`config.mk`:
```
export PLATFORM = sky130hd
export DESIGN_NAME = comparator_trim_search_sequencer_flat
export DESIGN_NICKNAME = d
export VERILOG_FILES = /design/src/design/ctsq_pkg.sv /design/src/design/ctsq_item_if.sv /design/src/design/ctsq_result_if.sv /design/src/design/ctsq_cfg_if.sv /design/src/design/ctsq_step.sv /design/src/design/comparator_trim_search_sequencer.sv /design/src/flat_wrapper.sv
export SDC_FILE = /design/constraint.sdc
export NUM_CORES = 1
export LEC_CHECK = 0
export ABC_AREA = 1
export BUFFER_PORTS_ARGS = -buffer_cell sky130_fd_sc_hd__buf_4
export CAP_MARGIN = 15
export CORE_MARGIN = 1
export CORE_UTILIZATION = 55
export CTS_CLUSTER_SIZE = 20
export DETAILED_ROUTE_END_ITERATION = 10
export PLACE_DENSITY = 0.75
export SLEW_MARGIN = 20
export SYNTH_ARGS = -nofsm -noshare
export SYNTH_HDL_FRONTEND = slang
export SYNTH_SLANG_ARGS = --single-unit
```
`constraint.sdc`:
```
create_clock -name clk -period 5.9 [get_ports clk]
set_input_delay 1.18 -clock clk [delete_from_list [all_inputs] [get_ports clk]]
set_output_delay 1.18 -clock clk [all_outputs]
set_load 0.05 [all_outputs]
```
`src/design/ctsq_pkg.sv`:
```
`default_nettype none
// ----------------------------------------------------------------------------
// ctsq_pkg
// Types, codes and constants shared by the comparator trim search sequencer.
// ----------------------------------------------------------------------------
package ctsq_pkg;

  localparam int unsigned CfgCount = 8;
  localparam int unsigned CfgIndexWidth = $clog2(CfgCount);

  typedef enum logic [3:0] {
    PH_WAIT     = 4'd0,
    PH_DAC_A    = 4'd1,
    PH_DAC_B    = 4'd2,
    PH_MEM_0    = 4'd3,
    PH_MEM_1    = 4'd4,
    PH_MEM_2    = 4'd5,
    PH_MEM_3    = 4'd6,
    PH_VSEL     = 4'd7,
    PH_DEFAULT  = 4'd8,
    PH_SENSE0   = 4'd9,
    PH_STEP     = 4'd10,
    PH_SENSE    = 4'd11,
    PH_READBACK = 4'd12
  } phase_t;

  typedef enum logic [1:0] {
    ST_IDLE = 2'd0,
    ST_RUN  = 2'd1,
    ST_PASS = 2'd2,
    ST_FAIL = 2'd3
  } run_status_t;

  typedef enum logic [2:0] {
    K_NONE = 3'd0,
    K_DAC  = 3'd1,
    K_MEMW = 3'd2,
    K_MEMR = 3'd3,
    K_PHYW = 3'd4,
    K_PHYR = 3'd5
  } req_kind_t;

  typedef enum logic [1:0] {
    RT_FIRST  = 2'd0,
    RT_LOWER  = 2'd1,
    RT_HIGHER = 2'd2
  } retest_t;

  typedef enum logic [CfgIndexWidth-1:0] {
    CFG_VOLTAGE_SELECT     = 3'd0,
    CFG_TRIM_PHY_ADDRESS   = 3'd1,
    CFG_DEFAULT_TRIM_WORD  = 3'd2,
    CFG_RESULT_BIT_INDEX   = 3'd3,
    CFG_TRIM_NIBBLE_SELECT = 3'd4,
    CFG_DAC_START_WORD     = 3'd5,
    CFG_DAC_LOWER_WORD     = 3'd6,
    CFG_DAC_HIGHER_WORD    = 3'd7
  } cfg_index_t;

  localparam logic CMD_START = 1'b0;

  localparam logic [15:0] ADDR_MEM_0 = 16'hdf08;
  localparam logic [15:0] ADDR_MEM_1 = 16'hc1a2;
  localparam logic [15:0] ADDR_MEM_2 = 16'hc1a3;
  localparam logic [15:0] ADDR_MEM_3 = 16'hc1ae;
  localparam logic [15:0] ADDR_VSEL  = 16'hc1a0;
  localparam logic [15:0] ADDR_SENSE = 16'hc1a9;
  localparam logic [15:0] DATA_ZERO  = 16'h0000;
  localparam logic [15:0] DATA_SIX   = 16'h0006;

  localparam logic [3:0] UP_LIMIT   = 4'd7;
  localparam logic [3:0] DOWN_LIMIT = 4'd8;

  typedef struct packed {
    logic [7:0]  voltage_select;
    logic [15:0] trim_phy_address;
    logic [15:0] default_trim_word;
    logic [2:0]  result_bit_index;
    logic [1:0]  trim_nibble_select;
    logic [15:0] dac_start_word;
    logic [15:0] dac_lower_word;
    logic [15:0] dac_higher_word;
  } cfg_t;

  typedef struct packed {
    phase_t      phase;
    run_status_t status;
    logic        down;
    logic [3:0]  offset;
    retest_t     retest;
    logic [15:0] dac_word;
    logic [15:0] result_word;
  } seq_state_t;

  typedef struct packed {
    req_kind_t   req_kind;
    logic [15:0] req_address;
    logic [15:0] req_write_data;
    run_status_t run_status;
    retest_t     retest_mode;
    logic [15:0] trim_result;
    logic [3:0]  current_offset;
    logic        search_down;
  } result_t;

endpackage
`default_nettype wire

```
`src/design/ctsq_item_if.sv`:
```
`default_nettype none
// ----------------------------------------------------------------------------
// ctsq_item_if
// Command and response channel into the sequencer.
// ----------------------------------------------------------------------------
interface ctsq_item_if;
  logic        valid;
  logic        ready;
  logic        cmd;
  logic        resp_pass;
  logic [15:0] resp_data;

  modport source (output valid, output cmd, output resp_pass, output resp_data, input ready);
  modport sink (input valid, input cmd, input resp_pass, input resp_data, output ready);
endinterface
`default_nettype wire

```
`src/design/ctsq_result_if.sv`:
```
`default_nettype none
// ----------------------------------------------------------------------------
// ctsq_result_if
// Request and status channel out of the sequencer.
// ----------------------------------------------------------------------------
interface ctsq_result_if;
  logic        valid;
  logic        ready;
  logic [2:0]  req_kind;
  logic [15:0] req_address;
  logic [15:0] req_write_data;
  logic [1:0]  run_status;
  logic [1:0]  retest_mode;
  logic [15:0] trim_result;
  logic [3:0]  current_offset;
  logic        search_down;

  modport source (
    output valid, output req_kind, output req_address, output req_write_data,
    output run_status, output retest_mode, output trim_result,
    output current_offset, output search_down, input ready
  );
  modport sink (
    input valid, input req_kind, input req_address, input req_write_data,
    input run_status, input retest_mode, input trim_result,
    input current_offset, input search_down, output ready
  );
endinterface
`default_nettype wire

```
`src/design/ctsq_cfg_if.sv`:
```
`default_nettype none
// ----------------------------------------------------------------------------
// ctsq_cfg_if
// Register write channel: index and write data.
// ----------------------------------------------------------------------------
interface ctsq_cfg_if;
  logic        valid;
  logic        ready;
  logic [2:0]  index;
  logic [15:0] data;

  modport source (output valid, output index, output data, input ready);
  modport sink (input valid, input index, input data, output ready);
endinterface
`default_nettype wire

```
`src/design/ctsq_step.sv`:
```
`default_nettype none
// ----------------------------------------------------------------------------
// ctsq_step
// Next-state and request formation for one command or response.
// ----------------------------------------------------------------------------
module ctsq_step (
  input  wire ctsq_pkg::seq_state_t st,
  input  wire ctsq_pkg::cfg_t       cfg,
  input  wire logic                 cmd,
  input  wire logic                 resp_pass,
  input  wire logic [15:0]          resp_data,
  output ctsq_pkg::seq_state_t      st_next,
  output ctsq_pkg::result_t         res
);
  import ctsq_pkg::*;

  logic        emit_wait;
  logic        sense_bit;
  phase_t      emit_phase;
  logic [7:0]  delta;
  logic [7:0]  byte_now;
  logic [7:0]  byte_new;
  logic [15:0] stepped;

  assign sense_bit = resp_data[{1'b0, cfg.result_bit_index}];

  always_comb begin
    st_next   = st;
    emit_wait = 1'b0;
    if (cmd == CMD_START) begin
      if (st.status != ST_RUN) begin
        st_next.status   = ST_RUN;
        st_next.retest   = RT_FIRST;
        st_next.dac_word = cfg.dac_start_word;
        st_next.phase    = PH_DAC_A;
      end else begin
        emit_wait = 1'b1;
      end
    end else if (st.phase == PH_WAIT || st.status != ST_RUN) begin
      emit_wait = 1'b1;
    end else if (st.phase == PH_DAC_A) begin
      st_next.phase = PH_DAC_B;
    end else if (st.phase == PH_DAC_B) begin
      st_next.phase = PH_MEM_0;
    end else if (resp_pass) begin
      case (st.phase)
        PH_MEM_0: st_next.phase = PH_MEM_1;
        PH_MEM_1: st_next.phase = PH_MEM_2;
        PH_MEM_2: st_next.phase = PH_MEM_3;
        PH_MEM_3: st_next.phase = PH_VSEL;
        PH_VSEL: begin
          st_next.phase  = PH_DEFAULT;
          st_next.down   = 1'b0;
          st_next.offset = 4'd0;
        end
        PH_DEFAULT: st_next.phase = PH_SENSE0;
        PH_SENSE0: begin
          st_next.down   = ~sense_bit;
          st_next.offset = 4'd1;
          st_next.phase  = PH_STEP;
        end
        PH_STEP: st_next.phase = PH_SENSE;
        PH_SENSE: begin
          if (sense_bit == st.down) begin
            st_next.phase = PH_READBACK;
          end else if (st.offset < (st.down ? DOWN_LIMIT : UP_LIMIT)) begin
            st_next.offset = st.offset + 4'd1;
            st_next.phase  = PH_STEP;
          end else if (st.retest == RT_FIRST) begin
            st_next.retest   = st.down ? RT_HIGHER : RT_LOWER;
            st_next.dac_word = st.down ? cfg.dac_higher_word : cfg.dac_lower_word;
            st_next.phase    = PH_DAC_B;
          end else begin
            st_next.phase  = PH_WAIT;
            st_next.status = ST_FAIL;
          end
        end
        PH_READBACK: begin
          st_next.result_word = resp_data;
          st_next.status      = ST_PASS;
          st_next.phase       = PH_WAIT;
        end
        default: st_next.phase = PH_WAIT;
      endcase
    end
  end

  // step the selected nibble within its byte, modulo 256
  always_comb begin
    delta    = cfg.trim_nibble_select[0] ? {st_next.offset, 4'd0} : {4'd0, st_next.offset};
    byte_now = cfg.trim_nibble_select[1] ? cfg.default_trim_word[15:8]
                                         : cfg.default_trim_word[7:0];
    byte_new = st_next.down ? byte_now - delta : byte_now + delta;
    stepped  = cfg.trim_nibble_select[1] ? {byte_new, cfg.default_trim_word[7:0]}
                                         : {cfg.default_trim_word[15:8], byte_new};
  end

  assign emit_phase = emit_wait ? PH_WAIT : st_next.phase;

  always_comb begin
    res.req_kind       = K_NONE;
    res.req_address    = DATA_ZERO;
    res.req_write_data = DATA_ZERO;
    case (emit_phase)
      PH_DAC_A, PH_DAC_B: begin
        res.req_kind       = K_DAC;
        res.req_write_data = st_next.dac_word;
      end
      PH_MEM_0: begin
        res.req_kind    = K_MEMW;
        res.req_address = ADDR_MEM_0;
      end
      PH_MEM_1: begin
        res.req_kind       = K_MEMW;
        res.req_address    = ADDR_MEM_1;
        res.req_write_data = DATA_SIX;
      end
      PH_MEM_2: begin
        res.req_kind       = K_MEMW;
        res.req_address    = ADDR_MEM_2;
        res.req_write_data = DATA_SIX;
      end
      PH_MEM_3: begin
        res.req_kind    = K_MEMW;
        res.req_address = ADDR_MEM_3;
      end
      PH_VSEL: begin
        res.req_kind       = K_MEMW;
        res.req_address    = ADDR_VSEL;
        res.req_write_data = {8'd0, cfg.voltage_select};
      end
      PH_DEFAULT: begin
        res.req_kind       = K_PHYW;
        res.req_address    = cfg.trim_phy_address;
        res.req_write_data = cfg.default_trim_word;
      end
      PH_SENSE0, PH_SENSE: begin
        res.req_kind    = K_MEMR;
        res.req_address = ADDR_SENSE;
      end
      PH_STEP: begin
        res.req_kind       = K_PHYW;
        res.req_address    = cfg.trim_phy_address;
        res.req_write_data = stepped;
      end
      PH_READBACK: begin
        res.req_kind    = K_PHYR;
        res.req_address = cfg.trim_phy_address;
      end
      default: res.req_kind = K_NONE;
    endcase
    res.run_status     = st_next.status;
    res.retest_mode    = st_next.retest;
    res.trim_result    = st_next.result_word;
    res.current_offset = st_next.offset;
    res.search_down    = st_next.down;
  end

endmodule
`default_nettype wire

```
`src/design/comparator_trim_search_sequencer.sv`:
```
`default_nettype none
// ----------------------------------------------------------------------------
// comparator_trim_search_sequencer
// Auto-trim sequencer that drives a comparator trim search over a bus.
// ----------------------------------------------------------------------------
// Each accepted command or response produces exactly one registered result
// in the cycle after it: the next bus request (kind none when nothing is to
// be issued) with the run status, retest mode, search offset, direction and
// trim readback. A new item can be taken every cycle unless a held result
// is not being taken; the state update and request formation sit between
// the sequencer state registers and the result register, and the input stays
// ready while a held result is being taken. Configuration registers reset to
// zero and are written through the cfg channel, which is always ready.
module comparator_trim_search_sequencer (
  input  wire logic    clk,
  input  wire logic    rst,
  ctsq_item_if.sink    item,
  ctsq_result_if.source result,
  ctsq_cfg_if.sink     cfg
);
  import ctsq_pkg::*;

  cfg_t       regs;
  seq_state_t st;
  seq_state_t st_next;
  result_t    res_next;
  result_t    res;
  logic       res_valid;
  logic       accept;

  assign cfg.ready  = 1'b1;
  assign item.ready = ~res_valid | result.ready;
  assign accept     = item.valid & item.ready;

  always_ff @(posedge clk) begin
    if (rst) begin
      regs <= '0;
    end else if (cfg.valid) begin
      case (cfg_index_t'(cfg.index))
        CFG_VOLTAGE_SELECT:     regs.voltage_select     <= cfg.data[7:0];
        CFG_TRIM_PHY_ADDRESS:   regs.trim_phy_address   <= cfg.data;
        CFG_DEFAULT_TRIM_WORD:  regs.default_trim_word  <= cfg.data;
        CFG_RESULT_BIT_INDEX:   regs.result_bit_index   <= cfg.data[2:0];
        CFG_TRIM_NIBBLE_SELECT: regs.trim_nibble_select <= cfg.data[1:0];
        CFG_DAC_START_WORD:     regs.dac_start_word     <= cfg.data;
        CFG_DAC_LOWER_WORD:     regs.dac_lower_word     <= cfg.data;
        CFG_DAC_HIGHER_WORD:    regs.dac_higher_word    <= cfg.data;
        default:                regs <= regs;
      endcase
    end
  end

  ctsq_step u_step (
    .st        (st),
    .cfg       (regs),
    .cmd       (item.cmd),
    .resp_pass (item.resp_pass),
    .resp_data (item.resp_data),
    .st_next   (st_next),
    .res       (res_next)
  );

  always_ff @(posedge clk) begin
    if (rst) begin
      st.phase       <= PH_WAIT;
      st.status      <= ST_IDLE;
      st.down        <= 1'b0;
      st.offset      <= 4'd0;
      st.retest      <= RT_FIRST;
      st.dac_word    <= 16'd0;
      st.result_word <= 16'd0;
      res_valid      <= 1'b0;
    end else begin
      if (accept) begin
        st        <= st_next;
        res_valid <= 1'b1;
      end else if (result.ready) begin
        res_valid <= 1'b0;
      end
    end
  end

  // hold the payload until taken
  always_ff @(posedge clk) begin
    if (accept) begin
      res <= res_next;
    end
  end

  assign result.valid          = res_valid;
  assign result.req_kind       = res.req_kind;
  assign result.req_address    = res.req_address;
  assign result.req_write_data = res.req_write_data;
  assign result.run_status     = res.run_status;
  assign result.retest_mode    = res.retest_mode;
  assign result.trim_result    = res.trim_result;
  assign result.current_offset = res.current_offset;
  assign result.search_down    = res.search_down;

endmodule
`default_nettype wire
```
`src/flat_wrapper.sv`:
```
// flat-port wrapper written by rule: the top's interface ports become plain ports
module comparator_trim_search_sequencer_flat import ctsq_pkg::*;
  (clk, rst, item_valid, item_cmd, item_resp_pass, item_resp_data, item_ready, result_valid, result_req_kind, result_req_address, result_req_write_data, result_run_status, result_retest_mode, result_trim_result, result_current_offset, result_search_down, result_ready, cfg_valid, cfg_index, cfg_data, cfg_ready);
  ctsq_item_if item_i ();
  ctsq_result_if result_i ();
  ctsq_cfg_if cfg_i ();
  input  wire logic clk;
  input  wire logic rst;
  input wire logic [$bits(item_i.valid)-1:0] item_valid;
  input wire logic [$bits(item_i.cmd)-1:0] item_cmd;
  input wire logic [$bits(item_i.resp_pass)-1:0] item_resp_pass;
  input wire logic [$bits(item_i.resp_data)-1:0] item_resp_data;
  output wire logic [$bits(item_i.ready)-1:0] item_ready;
  output wire logic [$bits(result_i.valid)-1:0] result_valid;
  output wire logic [$bits(result_i.req_kind)-1:0] result_req_kind;
  output wire logic [$bits(result_i.req_address)-1:0] result_req_address;
  output wire logic [$bits(result_i.req_write_data)-1:0] result_req_write_data;
  output wire logic [$bits(result_i.run_status)-1:0] result_run_status;
  output wire logic [$bits(result_i.retest_mode)-1:0] result_retest_mode;
  output wire logic [$bits(result_i.trim_result)-1:0] result_trim_result;
  output wire logic [$bits(result_i.current_offset)-1:0] result_current_offset;
  output wire logic [$bits(result_i.search_down)-1:0] result_search_down;
  input wire logic [$bits(result_i.ready)-1:0] result_ready;
  input wire logic [$bits(cfg_i.valid)-1:0] cfg_valid;
  input wire logic [$bits(cfg_i.index)-1:0] cfg_index;
  input wire logic [$bits(cfg_i.data)-1:0] cfg_data;
  output wire logic [$bits(cfg_i.ready)-1:0] cfg_ready;
  assign item_i.valid = item_valid;
  assign item_i.cmd = item_cmd;
  assign item_i.resp_pass = item_resp_pass;
  assign item_i.resp_data = item_resp_data;
  assign item_ready = item_i.ready;
  assign result_valid = result_i.valid;
  assign result_req_kind = result_i.req_kind;
  assign result_req_address = result_i.req_address;
  assign result_req_write_data = result_i.req_write_data;
  assign result_run_status = result_i.run_status;
  assign result_retest_mode = result_i.retest_mode;
  assign result_trim_result = result_i.trim_result;
  assign result_current_offset = result_i.current_offset;
  assign result_search_down = result_i.search_down;
  assign result_i.ready = result_ready;
  assign cfg_i.valid = cfg_valid;
  assign cfg_i.index = cfg_index;
  assign cfg_i.data = cfg_data;
  assign cfg_ready = cfg_i.ready;
  comparator_trim_search_sequencer u_core (.clk(clk), .rst(rst), .item(item_i), .result(result_i), .cfg(cfg_i));
endmodule
```
==> out/qor.yml <==
synthesis:
  synth-compound-area-share: 0.174
  synth_top_family_by_area: "simple AND/OR/NAND/NOR gates"
  ys_ff_latch: 199
  yosys_most_used_dff: "dfxtp_1"
  yosysSeqAreaShare: 0.469
  yosysWarnings: 0
  synth_area_per_cell_um2: 7.46
  netlist_instances: 1312
  synthSimpleGateAreaFrac: 0.245
  post_synth_fa_ha_maj_area_fraction: 0.0174
  synthesis.area_mm2: 0.00978
  synthXorXnorAreaFrac: 0.00985
  synth-edff-count: 60
  syn_nets: 1367
  ys_types: 45
  async_flop_share: 0
  synthMuxAreaShare: 0
timing:
  finalHoldViolations: 0
  timing.final.crit_period_ns: 4.72
  maxSlewViolCount: 0
  fmax_mhz: 212
  relSlewSlack: 0.262
  fin_crit_sh: 0.801
  rsz0062_at_grt: "false"
  hold-worst-slack_ns: 0.458
  setup_violations: 0
  tightest_slew_ns: 1.11
  fin_skew_ns: 0.00985
  setup_tns_ns: 0
finish:
  antenna_cells: 0
  fin_cells: 1622
  areaGrowthSynthToFinish_pct: 14.6
  postLayoutCellArea_mm2: 0.0112
  num-nets-final: 1439
  drive_gt1_frac: 0.138
pwr:
  p_int_w: 0.00225
  power_frac_comb: 0.179
  power.switching_w: 0.000988
  p_leak_nw: 5.19
  switching_share: 0.305
  seq_power_share: 0.472
  vdd_drop_max_v: 0.000220
  power_frac_clock: 0.350
  p_per_area_mw_per_mm2: 289
clock_tree:
  cts_tree: "yes"
  hold_buffers: 0
  htree_levels: 4
  cts_num_sinks: 199
  cts_resized: 0
  clock-root-buffer: "clkbuf_16"
  post_cts.repair.setup_buffers: 0
  clockBufferDepth: 2
  clk_pin_slew_worst_paths_ns: 0.07
  cts_buffers: 17
  clk_latency_ns: 0.44
route:
  drc: 0
  routedWlPerCell_um: 16.8
  antenna_left: 0
  drt-total-wl_mm: 27.2
  via_per_inst: 5.60
  vias: 9076
  drtPass1Iterations: 6
  drt_iter0_markers: 885
run_status:
  status: "finished, final reports clean"
floorplanning:
  core_mm2: 0.0174
  io_pins: 105
  die_h_um: 135
  die-width_um: 135
  rows: 48
  initial_core_util: 0.564
  die-area_mm2: 0.0183
global_routing:
  antenna_found_initial: 0
  grt_pass1_vias: 8171
  grt_pass1_wl_mm: 42.4
  grt_overflow: 0
  grt_usage: 0.303
  grt_max_degree: 65
setup_path:
  startpoint_type: "input pin"
  critPathMaxFanout: 23
  critPathMostFrequentCell: "nand2_1"
  path_buf_inv: 6
  cpPeakStageDelay_ns: 0.32
  crit_type: "in2reg"
  critical-path-top-delay-family: "simple AND/OR/NAND/NOR gates"
  cp_slowest_cell: "ha_1"
  required_ns: 6.09
  crit_path_end_kind: "flop"
  crit_arrival_ns: 4.91
place:
  post_dp_cell_area_mm2: 0.0107
  gp_congestion: 0.885
  placed_cells: 1590
  port_buffers: 103
  dp_hpwl_mm: 18.3
worst_hold_path:
  hold_path.class: "reg2reg"
run:
  maxCapViolations: 0
==> per-layer routing <==
metal / routed length, um / GRT usage
met4: 609 / 0.105
met5: 0 / 0
met3: 2400 / 0.0774
met1: 11600 / 0.401
met2: 12500 / 0.480
==> flip-flops by register name, indices dropped and copies added, names as in the netlist <==
| signal | flops |
|---|---|
| u_core.regs | 93 |
| u_core.result.current_offset | 4 |
| u_core.result.req_address | 16 |
| u_core.result.req_kind | 3 |
| u_core.result.req_write_data | 16 |
| u_core.result.retest_mode | 2 |
| u_core.result.run_status | 2 |
| u_core.result.search_down | 1 |
| u_core.result.trim_result | 16 |
| u_core.result.valid | 1 |
| u_core.st | 45 |
==> final cells by class <==
| class | count | area, um^2 |
|---|---|---|
| Inverter | 156 | 587 |
| Timing Repair Buffer | 112 | 841 |
| Clock buffer | 19 | 433 |
| Clock inverter | 13 | 123 |
| Multi-Input combinational cell | 898 | 4370 |
| Tap cell | 225 | 282 |
| Fill cell | 1528 | 6140 |
| Sequential cell | 199 | 4580 |
==> through the flow <==
stage / power, W / utilization / worst slack, ns
3_5_place_dp: 0.00213 / 0.614 / 0.927
6_report: 0.00324 / 0.646 / 1.18
2_1_floorplan: 0.00195 / - / 1.59
3_3_place_gp: 0.00212 / 0.614 / 1.10
4_1_cts: 0.00324 / 0.646 / 1.32
5_1_grt: 0.00336 / 0.646 / 0.736
==> Yosys cell counts, drive strengths merged (3+ instances only) <==
master	number	share of area
nor2	297	0.12
clkbuf	50	0.019
o21ai	192	0.10
o211ai	26	0.020
a21oi	68	0.036
edfxtp	60	0.18
inv	153	0.059
dfxtp	139	0.28
nand3	54	0.034
nand2	197	0.082
clkinv	3	0.0012
buf	9	0.0063
xor2	6	0.0054
a22oi	15	0.012
ha	12	0.015
xnor2	5	0.0045
nand4	8	0.0051
==> layout by cell type, fill, tap and decap left out, types with 3 or more instances in the layout <==
cell,count
inv_6,4
xor2_1,6
ha_1,12
buf_4,112
nor2_2,7
nand2_4,4
nand3_1,47
inv_1,141
inv_2,12
dfxtp_1,139
o211ai_1,26
o21ai_0,189
nor2_1,287
edfxtp_1,60
nand3_2,4
nand2_1,179
nand4_1,8
clkbuf_16,17
a21oi_1,66
xnor2_1,5
a22oi_1,15
clkinvlp_4,3
clkinv_1,4
nand3_4,3
nand2_2,14
==> power by group through the flow <==
stage	clock, W	sequential (W)	combinational [W]
3_3_place_gp	0	0.00156	0.000561
3_5_place_dp	0	0.00156	0.000570
2_1_floorplan	0	0.00165	0.000301
4_1_cts	0.00114	0.00153	0.000573
6_report	0.00113	0.00153	0.000579
5_1_grt	0.00119	0.00154	0.000630
==> kinds of logic (layout without fill, tap and decap cells) <==
logic type | Yosys count | count (layout)
simple gates | 564 | 564
fa+ha+maj | 13 | 13
flops | 199 | 199
other cells | 1 | 1
xor+xnor | 11 | 11
buf+inv | 215 | 300
compound gates | 309 | 309
==> final timing paths <==
check	slack (ns)	to	from	depth (start not counted)
max	1.18	u_core.result.req_write_data[7]	item_cmd	28
min	0.46	u_core.regs[83]	u_core.regs[83]	2
min reg2reg	0.46	u_core.regs[83]	u_core.regs[83]	2
max reg2reg	1.26	u_core.result.req_write_data[7]	u_core.st[38]	30
==> worst register-to-register path: cells and delay by family, from the launching register on <==
kind	cells	cell delay, ns
adder cells (fa/ha/maj)	3	0.81
AND/OR/NAND/NOR	14	1.34
flip-flops	1	0.33
XOR/XNOR	2	0.37
AO/OA/AOI/OAI	5	0.78
buffers and inverters	6	0.78
No activity file was read; power rests on OpenSTA's default activity.
